<file path="src/sv/rsb_pkg.sv">
package rsb_pkg;

  localparam int unsigned SCREEN_DIM = 2048;
  localparam int unsigned CFG_IDX_W  = 3;
  localparam int unsigned CFG_DATA_W = 16;

  // configuration register indexes
  localparam logic [CFG_IDX_W-1:0] REG_CLIP_LEFT   = 3'd0;
  localparam logic [CFG_IDX_W-1:0] REG_CLIP_RIGHT  = 3'd1;
  localparam logic [CFG_IDX_W-1:0] REG_CLIP_TOP    = 3'd2;
  localparam logic [CFG_IDX_W-1:0] REG_CLIP_BOTTOM = 3'd3;
  localparam logic [CFG_IDX_W-1:0] REG_TRANS_KEY   = 3'd4;

  localparam logic       ACT_BEGIN = 1'b0;
  localparam logic       ACT_DATA  = 1'b1;

  localparam logic [1:0] TINT_NONE    = 2'd0;
  localparam logic [1:0] TINT_REPLACE = 2'd1;

  localparam logic [7:0] CTRL_SKIP = 8'd255;
  localparam logic [7:0] CTRL_EOL  = 8'd0;

  typedef struct packed {
    logic              action;
    logic [7:0]        data_byte;
    logic signed [11:0] origin_x;
    logic signed [11:0] origin_y;
    logic [9:0]        sprite_width;
    logic [9:0]        sprite_rows;
    logic              run_coded;
    logic [1:0]        tint_mode;
    logic [15:0]       tint_color;
  } rsb_in_t;

  typedef struct packed {
    logic [10:0] screen_x;
    logic [10:0] screen_y;
    logic [23:0] rgb;
  } rsb_out_t;

  // result of clipping one axis
  typedef struct packed {
    logic       visible;
    logic [9:0] cut_lo;
    logic [9:0] lim_hi;
  } rsb_axis_t;

  function automatic logic [23:0] expand565(input logic [15:0] c);
    logic [4:0] r5;
    logic [5:0] g6;
    logic [4:0] b5;
    r5 = c[15:11];
    g6 = c[10:5];
    b5 = c[4:0];
    return {r5, r5[4:2], g6, g6[5:4], b5, b5[4:2]};
  endfunction

endpackage

</file>
<file path="src/sv/rsb_clip_axis.sv">
module rsb_clip_axis (
  input  logic signed [11:0] org,
  input  logic [9:0]         len,
  input  logic [10:0]        lo,
  input  logic [11:0]        hi,
  output rsb_pkg::rsb_axis_t axis
);

  logic [11:0]        hi_sat;
  logic signed [13:0] org_e;
  logic signed [13:0] end_e;
  logic signed [13:0] lo_e;
  logic signed [13:0] hi_e;
  logic signed [13:0] cut_lo_e;
  logic signed [13:0] lim_e;

  // edges past the screen saturate
  assign hi_sat = (hi > 12'(rsb_pkg::SCREEN_DIM)) ? 12'(rsb_pkg::SCREEN_DIM) : hi;

  assign org_e    = 14'(org);
  assign end_e    = org_e + $signed({4'b0, len});
  assign lo_e     = $signed({3'b0, lo});
  assign hi_e     = $signed({2'b0, hi_sat});
  assign cut_lo_e = lo_e - org_e;
  assign lim_e    = hi_e - org_e;

  always_comb begin
    axis.visible = (len != 10'd0) && (end_e > lo_e) && (org_e < hi_e);
    axis.cut_lo  = (org_e < lo_e) ? cut_lo_e[9:0] : 10'd0;
    // first sprite index past the far edge
    axis.lim_hi  = (end_e > hi_e) ? lim_e[9:0] : len;
  end

endmodule

</file>
<file path="src/sv/rle_sprite_blitter_with_clip_core.sv">
// channel  | ports                          | payload
// ---------+--------------------------------+------------------------------
// input    | in_valid / in_ready / in_data  | rsb_in_t: begin header or byte
// result   | out_valid / out_ready / out_data | rsb_out_t: one screen write
// config   | cfg_we / cfg_index / cfg_wdata | clip edges, transparent key
//
// one item per cycle while the result is not stalled: an item is held in the
// input register, is parsed and clipped there, and its pixel (if any) lands
// in the result register.
// a stalled result holds the input register; the input side keeps flowing
// while the result register is empty or being taken.
// rst_n is synchronous: clears the sprite state and loads register defaults.
module rle_sprite_blitter_with_clip_core (
  input  logic                             clk,
  input  logic                             rst_n,
  input  logic                             in_valid,
  output logic                             in_ready,
  input  rsb_pkg::rsb_in_t                 in_data,
  output logic                             out_valid,
  input  logic                             out_ready,
  output rsb_pkg::rsb_out_t                out_data,
  input  logic                             cfg_we,
  input  logic [rsb_pkg::CFG_IDX_W-1:0]    cfg_index,
  input  logic [rsb_pkg::CFG_DATA_W-1:0]   cfg_wdata
);

  localparam logic [1:0] PH_CTRL = 2'd0;
  localparam logic [1:0] PH_SKIP = 2'd1;
  localparam logic [1:0] PH_LO   = 2'd2;
  localparam logic [1:0] PH_HI   = 2'd3;

  // configuration
  logic [10:0] clip_left_r;
  logic [11:0] clip_right_r;
  logic [10:0] clip_top_r;
  logic [11:0] clip_bottom_r;
  logic [15:0] trans_key_r;

  // pipeline
  logic              s1_valid_r;
  rsb_pkg::rsb_in_t  s1_item_r;
  logic              out_valid_r;
  rsb_pkg::rsb_out_t out_data_r;
  logic              adv;
  logic              fire;

  // sprite state
  logic               active_r, active_nxt;
  logic               coded_r, coded_nxt;
  logic [1:0]         mode_r, mode_nxt;
  logic [15:0]        tint_r, tint_nxt;
  logic signed [11:0] ox_r, ox_nxt;
  logic signed [11:0] oy_r, oy_nxt;
  logic [9:0]         width_r, width_nxt;
  logic [9:0]         cut_l_r, cut_l_nxt;
  logic [9:0]         col_lim_r, col_lim_nxt;
  logic [9:0]         cut_t_r, cut_t_nxt;
  logic [9:0]         row_lim_r, row_lim_nxt;
  logic [10:0]        col_r, col_nxt;
  logic [9:0]         row_r, row_nxt;
  logic [1:0]         phase_r, phase_nxt;
  logic [7:0]         run_r, run_nxt;
  logic [7:0]         low_r, low_nxt;

  rsb_pkg::rsb_axis_t ax_x;
  rsb_pkg::rsb_axis_t ax_y;

  logic [7:0]  b;
  logic [15:0] pix;
  logic [15:0] color;
  logic        pix_try;
  logic        eor;
  logic        emit;
  logic [10:0] col_new;
  logic [11:0] skip_sum;
  logic [7:0]  run_dec;
  logic [9:0]  row_inc;
  rsb_pkg::rsb_out_t res;

  rsb_clip_axis u_clip_x (
    .org  (s1_item_r.origin_x),
    .len  (s1_item_r.sprite_width),
    .lo   (clip_left_r),
    .hi   (clip_right_r),
    .axis (ax_x)
  );

  rsb_clip_axis u_clip_y (
    .org  (s1_item_r.origin_y),
    .len  (s1_item_r.sprite_rows),
    .lo   (clip_top_r),
    .hi   (clip_bottom_r),
    .axis (ax_y)
  );

  assign adv       = !out_valid_r || out_ready;
  assign fire      = s1_valid_r && adv;
  assign in_ready  = !s1_valid_r || adv;
  assign out_valid = out_valid_r;
  assign out_data  = out_data_r;

  assign b        = s1_item_r.data_byte;
  assign pix      = {b, low_r};
  assign skip_sum = {1'b0, col_r} + {4'b0, b};
  assign run_dec  = run_r - 8'd1;
  assign row_inc  = row_r + 10'd1;

  always_comb begin
    active_nxt  = active_r;
    coded_nxt   = coded_r;
    mode_nxt    = mode_r;
    tint_nxt    = tint_r;
    ox_nxt      = ox_r;
    oy_nxt      = oy_r;
    width_nxt   = width_r;
    cut_l_nxt   = cut_l_r;
    col_lim_nxt = col_lim_r;
    cut_t_nxt   = cut_t_r;
    row_lim_nxt = row_lim_r;
    row_nxt     = row_r;
    phase_nxt   = phase_r;
    run_nxt     = run_r;
    low_nxt     = low_r;
    col_new     = col_r;
    pix_try     = 1'b0;
    eor         = 1'b0;

    if (s1_item_r.action == rsb_pkg::ACT_BEGIN) begin
      active_nxt  = ax_x.visible && ax_y.visible;
      coded_nxt   = s1_item_r.run_coded;
      mode_nxt    = s1_item_r.tint_mode;
      tint_nxt    = s1_item_r.tint_color;
      ox_nxt      = s1_item_r.origin_x;
      oy_nxt      = s1_item_r.origin_y;
      width_nxt   = s1_item_r.sprite_width;
      cut_l_nxt   = ax_x.cut_lo;
      col_lim_nxt = ax_x.lim_hi;
      cut_t_nxt   = ax_y.cut_lo;
      row_lim_nxt = ax_y.lim_hi;
      col_new     = 11'd0;
      row_nxt     = 10'd0;
      run_nxt     = 8'd0;
      low_nxt     = 8'd0;
      phase_nxt   = s1_item_r.run_coded ? PH_CTRL : PH_LO;
    end else if (active_r) begin
      if (!coded_r) begin
        if (phase_r != PH_HI) begin
          low_nxt   = b;
          phase_nxt = PH_HI;
        end else begin
          pix_try   = (pix != trans_key_r);
          col_new   = col_r + 11'd1;
          phase_nxt = PH_LO;
          eor       = 1'b1;
        end
      end else begin
        unique case (phase_r)
          PH_CTRL: begin
            if (b == rsb_pkg::CTRL_SKIP) begin
              phase_nxt = PH_SKIP;
            end else if (b == rsb_pkg::CTRL_EOL) begin
              eor = 1'b1;
            end else begin
              run_nxt   = b;
              phase_nxt = PH_LO;
            end
          end
          PH_SKIP: begin
            col_new   = skip_sum[11] ? 11'h7FF : skip_sum[10:0];
            phase_nxt = PH_CTRL;
            eor       = 1'b1;
          end
          PH_LO: begin
            low_nxt   = b;
            phase_nxt = PH_HI;
          end
          PH_HI: begin
            pix_try = 1'b1;
            col_new = col_r + 11'd1;
            run_nxt = run_dec;
            if (run_dec == 8'd0) begin
              phase_nxt = PH_CTRL;
              eor       = 1'b1;
            end else begin
              phase_nxt = PH_LO;
            end
          end
          default: phase_nxt = PH_CTRL;
        endcase
      end
    end

    col_nxt = col_new;
    // row ends once the column reaches the sprite width
    if (eor && (col_new >= {1'b0, width_r})) begin
      col_nxt = 11'd0;
      row_nxt = row_inc;
      if (row_inc >= row_lim_r) begin
        active_nxt = 1'b0;
      end
    end
  end

  always_comb begin
    case (mode_r)
      rsb_pkg::TINT_NONE:    color = pix;
      rsb_pkg::TINT_REPLACE: color = tint_r;
      default:               color = tint_r & pix;
    endcase
    emit = pix_try && (row_r >= cut_t_r) && (col_r >= {1'b0, cut_l_r}) &&
           (col_r < {1'b0, col_lim_r});
    res.screen_x = ox_r[10:0] + col_r;
    res.screen_y = oy_r[10:0] + {1'b0, row_r};
    res.rgb      = rsb_pkg::expand565(color);
  end

  always_ff @(posedge clk) begin
    if (!rst_n) begin
      clip_left_r   <= 11'd0;
      clip_right_r  <= 12'd800;
      clip_top_r    <= 11'd0;
      clip_bottom_r <= 12'd600;
      trans_key_r   <= 16'hF81F;
    end else if (cfg_we) begin
      unique case (cfg_index)
        rsb_pkg::REG_CLIP_LEFT:   clip_left_r   <= cfg_wdata[10:0];
        rsb_pkg::REG_CLIP_RIGHT:  clip_right_r  <= cfg_wdata[11:0];
        rsb_pkg::REG_CLIP_TOP:    clip_top_r    <= cfg_wdata[10:0];
        rsb_pkg::REG_CLIP_BOTTOM: clip_bottom_r <= cfg_wdata[11:0];
        rsb_pkg::REG_TRANS_KEY:   trans_key_r   <= cfg_wdata;
        default: ;
      endcase
    end
  end

  always_ff @(posedge clk) begin
    if (!rst_n) begin
      s1_valid_r  <= 1'b0;
      out_valid_r <= 1'b0;
      active_r    <= 1'b0;
      coded_r     <= 1'b0;
      mode_r      <= 2'd0;
      tint_r      <= 16'd0;
      ox_r        <= 12'sd0;
      oy_r        <= 12'sd0;
      width_r     <= 10'd0;
      cut_l_r     <= 10'd0;
      col_lim_r   <= 10'd0;
      cut_t_r     <= 10'd0;
      row_lim_r   <= 10'd0;
      col_r       <= 11'd0;
      row_r       <= 10'd0;
      phase_r     <= PH_CTRL;
      run_r       <= 8'd0;
      low_r       <= 8'd0;
    end else begin
      if (in_ready) begin
        s1_valid_r <= in_valid;
      end
      if (adv) begin
        out_valid_r <= fire && emit;
      end
      if (fire) begin
        active_r  <= active_nxt;
        coded_r   <= coded_nxt;
        mode_r    <= mode_nxt;
        tint_r    <= tint_nxt;
        ox_r      <= ox_nxt;
        oy_r      <= oy_nxt;
        width_r   <= width_nxt;
        cut_l_r   <= cut_l_nxt;
        col_lim_r <= col_lim_nxt;
        cut_t_r   <= cut_t_nxt;
        row_lim_r <= row_lim_nxt;
        col_r     <= col_nxt;
        row_r     <= row_nxt;
        phase_r   <= phase_nxt;
        run_r     <= run_nxt;
        low_r     <= low_nxt;
      end
    end
  end

  always_ff @(posedge clk) begin
    if (in_valid && in_ready) begin
      s1_item_r <= in_data;
    end
    if (fire && emit) begin
      out_data_r <= res;
    end
  end

  // a begin item restarts the sprite at its first column and row
  a_begin_restarts: assert property (@(posedge clk) disable iff (!rst_n)
    fire && (s1_item_r.action == rsb_pkg::ACT_BEGIN) |=> (col_r == 11'd0) && (row_r == 10'd0))
    else $error("begin item did not reset position");

  // bytes for an idle block give no pixel
  a_idle_no_pixel: assert property (@(posedge clk) disable iff (!rst_n)
    fire && (s1_item_r.action == rsb_pkg::ACT_DATA) && !active_r |=> !out_valid_r)
    else $error("pixel emitted while idle");

  // while drawing, the row never reaches the clipped bottom
  a_row_in_range: assert property (@(posedge clk) disable iff (!rst_n)
    active_r |-> (row_r < row_lim_r))
    else $error("active past clipped bottom");

  // a result that is not taken stays put
  a_result_held: assert property (@(posedge clk) disable iff (!rst_n)
    out_valid_r && !out_ready |=> out_valid_r && $stable(out_data_r))
    else $error("stalled result changed");

endmodule
</file>
<file path="config.mk">
export PLATFORM = sky130hd
export DESIGN_NAME = rle_sprite_blitter_with_clip_core
export DESIGN_NICKNAME = d
export VERILOG_FILES = /design/src/sv/rsb_pkg.sv /design/src/sv/rsb_clip_axis.sv /design/src/sv/rle_sprite_blitter_with_clip_core.sv
export SDC_FILE = /design/constraint.sdc
export NUM_CORES = 1
export LEC_CHECK = 0
export BUFFER_PORTS_ARGS = -buffer_cell sky130_fd_sc_hd__clkbuf_2
export CAP_MARGIN = 15
export CELL_PAD_IN_SITES_DETAIL_PLACEMENT = 1
export CELL_PAD_IN_SITES_GLOBAL_PLACEMENT = 2
export CORE_UTILIZATION = 25
export CTS_CLUSTER_SIZE = 14
export DETAILED_ROUTE_END_ITERATION = 10
export GPL_TIMING_DRIVEN = 0
export PLACE_DENSITY = 0.69
export SYNTH_ARGS = -nofsm -noshare
export SYNTH_HDL_FRONTEND = slang
export SYNTH_SLANG_ARGS = --single-unit
</file>
<file path="constraint.sdc">
create_clock -name clk -period 10.3 [get_ports clk]
set_clock_uncertainty 0.15 [all_clocks]
set_input_delay 0.515 -clock clk [delete_from_list [all_inputs] [get_ports clk]]
set_output_delay 0.515 -clock clk [all_outputs]
set_load 0.01 [all_outputs]
</file>
==> flow_metrics.py <==
metrics = {
    "status": {
        "outcome": "completed",
    },
    "drt": {
        "wl_per_cell_um": 20.84,
        "vias_per_cell": 4.884,
        "wl_mm": 71.41,
        "detail_route.first_pass.iterations": 7,
        "drtAntennaViolNets": 0,
        "via_count": 16731,
        "drt_iter0_markers": 815,
        "drc": 0,
    },
    "clocking": {
        "h-tree-depth": 2,
        "cts_made_buffers": 40,
        "clockBufferDepth": 3,
        "cts.sinks": 305,
        "clk_transition_reported_paths_ns": 0.06,
        "root_buffer": "clkbuf_16",
        "clock_latency_ns": 0.57,
        "cts_tree": "done",
        "post_cts.repair.setup_buffers": 0,
    },
    "sta": {
        "min_period_ns": 5.188,
        "finalMaxSlewViolations": 0,
        "max_freq_ghz": 0.1928,
        "maxSlewHeadroom_pct": 35.19,
        "hold_viol_final": 0,
        "setup_tns_ns": 0,
        "final.period_utilization_pct": 50.37,
        "setup_violations": 0,
        "worst_pin_slew_ns": 0.9722,
        "rsz0062_at_grt": "false",
    },
    "floorplan": {
        "core.rowCount": 100,
        "die_w_um": 277.7,
        "initial_core_util_pct": 25.40,
        "core_um2": 74820,
        "die_h_um": 277.7,
        "dieArea_um2": 77110,
        "ioPinCount": 144,
    },
    "grt": {
        "grt_use_total_pct": 18.31,
        "antenna_found_initial": 2,
        "grt_max_degree": 47,
        "overflow": 0,
        "first_global_vias": 17572,
        "grt_pass1_wl_mm": 107.3,
    },
    "pwr": {
        "switching_share_pct": 29.76,
        "p_switching_mw": 1.014,
        "power_mw": 3.406,
        "p_int_mw": 2.392,
        "power_density_nw_per_um2": 147.9,
        "leakage_nw": 9.435,
        "ir_drop_mv": 0.08978,
        "combPwrFrac_pct": 18.8,
        "p_seq_share_pct": 40.0,
        "clkPwrFrac_pct": 41.2,
    },
    "place": {
        "routabilityCongestion": 0.8670,
        "dp_hpwl_mm": 56.93,
        "port_buffers": 143,
    },
    "worst_setup_path": {
        "cp.arrival_ns": 5.50,
        "path_buf_inv": 1,
        "cpPeakStageDelay_ns": 0.76,
        "cp_max_fo": 10,
        "crit_family": "compound AO/OA/AOI/OAI gates",
        "start_kind": "register",
        "slowest_stage": "dfxtp_1",
        "r2r.worst_path.cells": 17,
        "endpoint_kind": "register",
        "worst-path-stages": 17,
        "crit_required_ns": 10.62,
        "path_common_cell": "a21oi_1",
        "worstSetupPathType": "reg2reg",
        "path_cells": "inv_1 > fa_1 > nand2b_1 > nand2_1 > a21oi_1 > xnor2_1 > o31ai_1 > a31o_2 > a21oi_1 > ha_1 > a21o_1 > a211oi_1 > a21oi_1 > or3_1 > o221ai_2 > o2bb2a_1 > o31ai_2",
    },
    "synthesis": {
        "syn_nets": 2499,
        "netlist_area_um2": 19000,
        "syn_avg_cell_area_um2": 8.773,
        "ys_ff_latch": 305,
        "yosysSeqAreaShare_pct": 37.93,
        "ys.flop_type": "dfxtp_1",
        "synth-edff-count": 110,
        "synthDistinctLibCells": 86,
        "async_reset_ff_share_pct": 0,
        "yosys_warnings": 0,
        "synthCells": 2166,
    },
    "finish": {
        "synthToLayoutAreaGrowth_pct": 21.18,
        "layout.nets": 2759,
        "num_antenna_cells": 0,
        "drive_gt1_share_pct": 10.26,
    },
    "min_path": {
        "hold_path.class": "in2reg",
        "worstHoldPathCells": 3,
    },
    "job": {
        "drv_cap": 0,
    },
}
==> layout make-up <==
type,count,area [um2]
fill,8741,51800
multi-input combinational,1593,10760
sequential,305,7207
timing repair buffer,218,1494
tap,969,1212
clock buffer,59,1167
inverter,174,653.1
buffer,94,406.6
clock inverter,14,130.1
==> tightest hold or removal path, cell delays in order <==
cell and delay [ns]:
clkbuf_2 0.10, a21oi_1 0.04, nor2_1 0.07
==> cells in the mapped netlist (5+ instances only) <==
cell / instances / area share [%]
a211oi_1: 22 / 0.87
a21boi_0: 7 / 0.28
a21o_1: 34 / 1.3
a21oi_1: 203 / 5.3
a22o_1: 22 / 1.0
a31oi_1: 12 / 0.40
a32o_1: 11 / 0.58
and2_1: 8 / 0.26
and3_1: 5 / 0.16
buf_4: 9 / 0.36
clkbuf_1: 78 / 1.5
dfxtp_1: 195 / 21
edfxtp_1: 110 / 17
fa_1: 9 / 0.95
ha_1: 228 / 15
inv_1: 173 / 3.4
mux2i_1: 24 / 1.3
nand2_1: 361 / 7.1
nand2b_1: 17 / 0.56
nand3_1: 71 / 1.9
nand3b_1: 6 / 0.24
nand4_1: 19 / 0.63
nor2_1: 94 / 1.9
nor2b_1: 32 / 1.1
nor3_1: 26 / 0.68
nor4_1: 15 / 0.49
o2111ai_1: 11 / 0.51
o211ai_1: 7 / 0.28
o21a_1: 20 / 0.79
o21ai_0: 116 / 3.1
o21ai_1: 8 / 0.21
o21bai_1: 9 / 0.36
o2bb2a_1: 5 / 0.26
o31ai_1: 12 / 0.47
o31ai_2: 6 / 0.40
or3_1: 10 / 0.33
xnor2_1: 48 / 2.2
xor2_1: 41 / 1.9
==> state kept, by name, summed over array words and instances (netlist names), 12 cells and up <==
| name | cells |
|---|---|
| clip_bottom_r | 12 |
| clip_right_r | 12 |
| out_data | 38 |
| s1_item_r | 64 |
| tint_r | 16 |
| trans_key_r | 16 |
==> per-layer routing <==
metal	part of all wire [%]	vias up	GRT usage, %	routed length, um
met3	4.1	117	2.720	2930
met4	3.1	2	6.049	2222
met2	46	325	30.83	32910
li1	-	8159	-	-
met5	0.020	-	0	14
met1	47	8128	23.83	33330
==> kinds of logic after synthesis <==
group	count (synthesis)	synth area share [%]
buf+inv	268	5.577
simple gates	684	16.16
fa+ha+maj	237	15.96
xor+xnor	89	4.102
flops	305	37.93
compound gates	556	18.83
mux	27	1.442
==> cells in the final DEF, fill, tap and decap left out, drive strengths merged, types with 48 or more instances in the layout <==
cell and count:
nor2 95, o21ai 124, dfxtp 195, xnor2 48, a21oi 204, ha 228
clkbuf 281, edfxtp 110, inv 175, dlygate4sd3 72, nand2 361, nand3 71
==> path summary, 6_finish.rpt <==
path	from	end	slack, ns
worst max-delay path	col_r[1]	row_r[4]	5.11
worst min-delay path	in_valid	s1_valid_r	0.04
worst max register to register	col_r[1]	row_r[4]	5.11
worst min register to register	clip_left_r[10]	clip_left_r[10]	0.31
==> power by group through the flow <==
stage | Combinational, mW | Clock (mW) | Sequential [mW]
3_3_place_gp | 0.592 | 0 | 1.39
5_1_grt | 0.719 | 1.48 | 1.37
6_report | 0.641 | 1.40 | 1.36
3_5_place_dp | 0.619 | 0 | 1.39
4_1_cts | 0.644 | 1.45 | 1.36
2_1_floorplan | 0.422 | 0 | 1.35
==> repair_timing <==
action | in CTS | in global routing
hold buffers | 72 | 0
setup endpoints to repair | 0 | 0
endpoints found under the hold margin | 72 | 0
gates resized for setup | 0 | 0
==> per-stage QoR <==
stage | hold slack (ns) | util, % | cell area, um2 | std cells | setup WS [ns]
global placement | 0.2962 | 27.97 | 20930 | 3278 | 1.682
global route | 0.06209 | 30.77 | 23030 | 3426 | 4.923
CTS | 0.01264 | 30.77 | 23030 | 3426 | 5.165
floorplan | 0.2829 | - | 19000 | 2166 | 5.191
detailed placement | 0.2986 | 28.08 | 21010 | 3281 | 5.212
finish | 0.03730 | 30.77 | 23030 | 3426 | 5.112
Power figures use the tool's default switching activity.
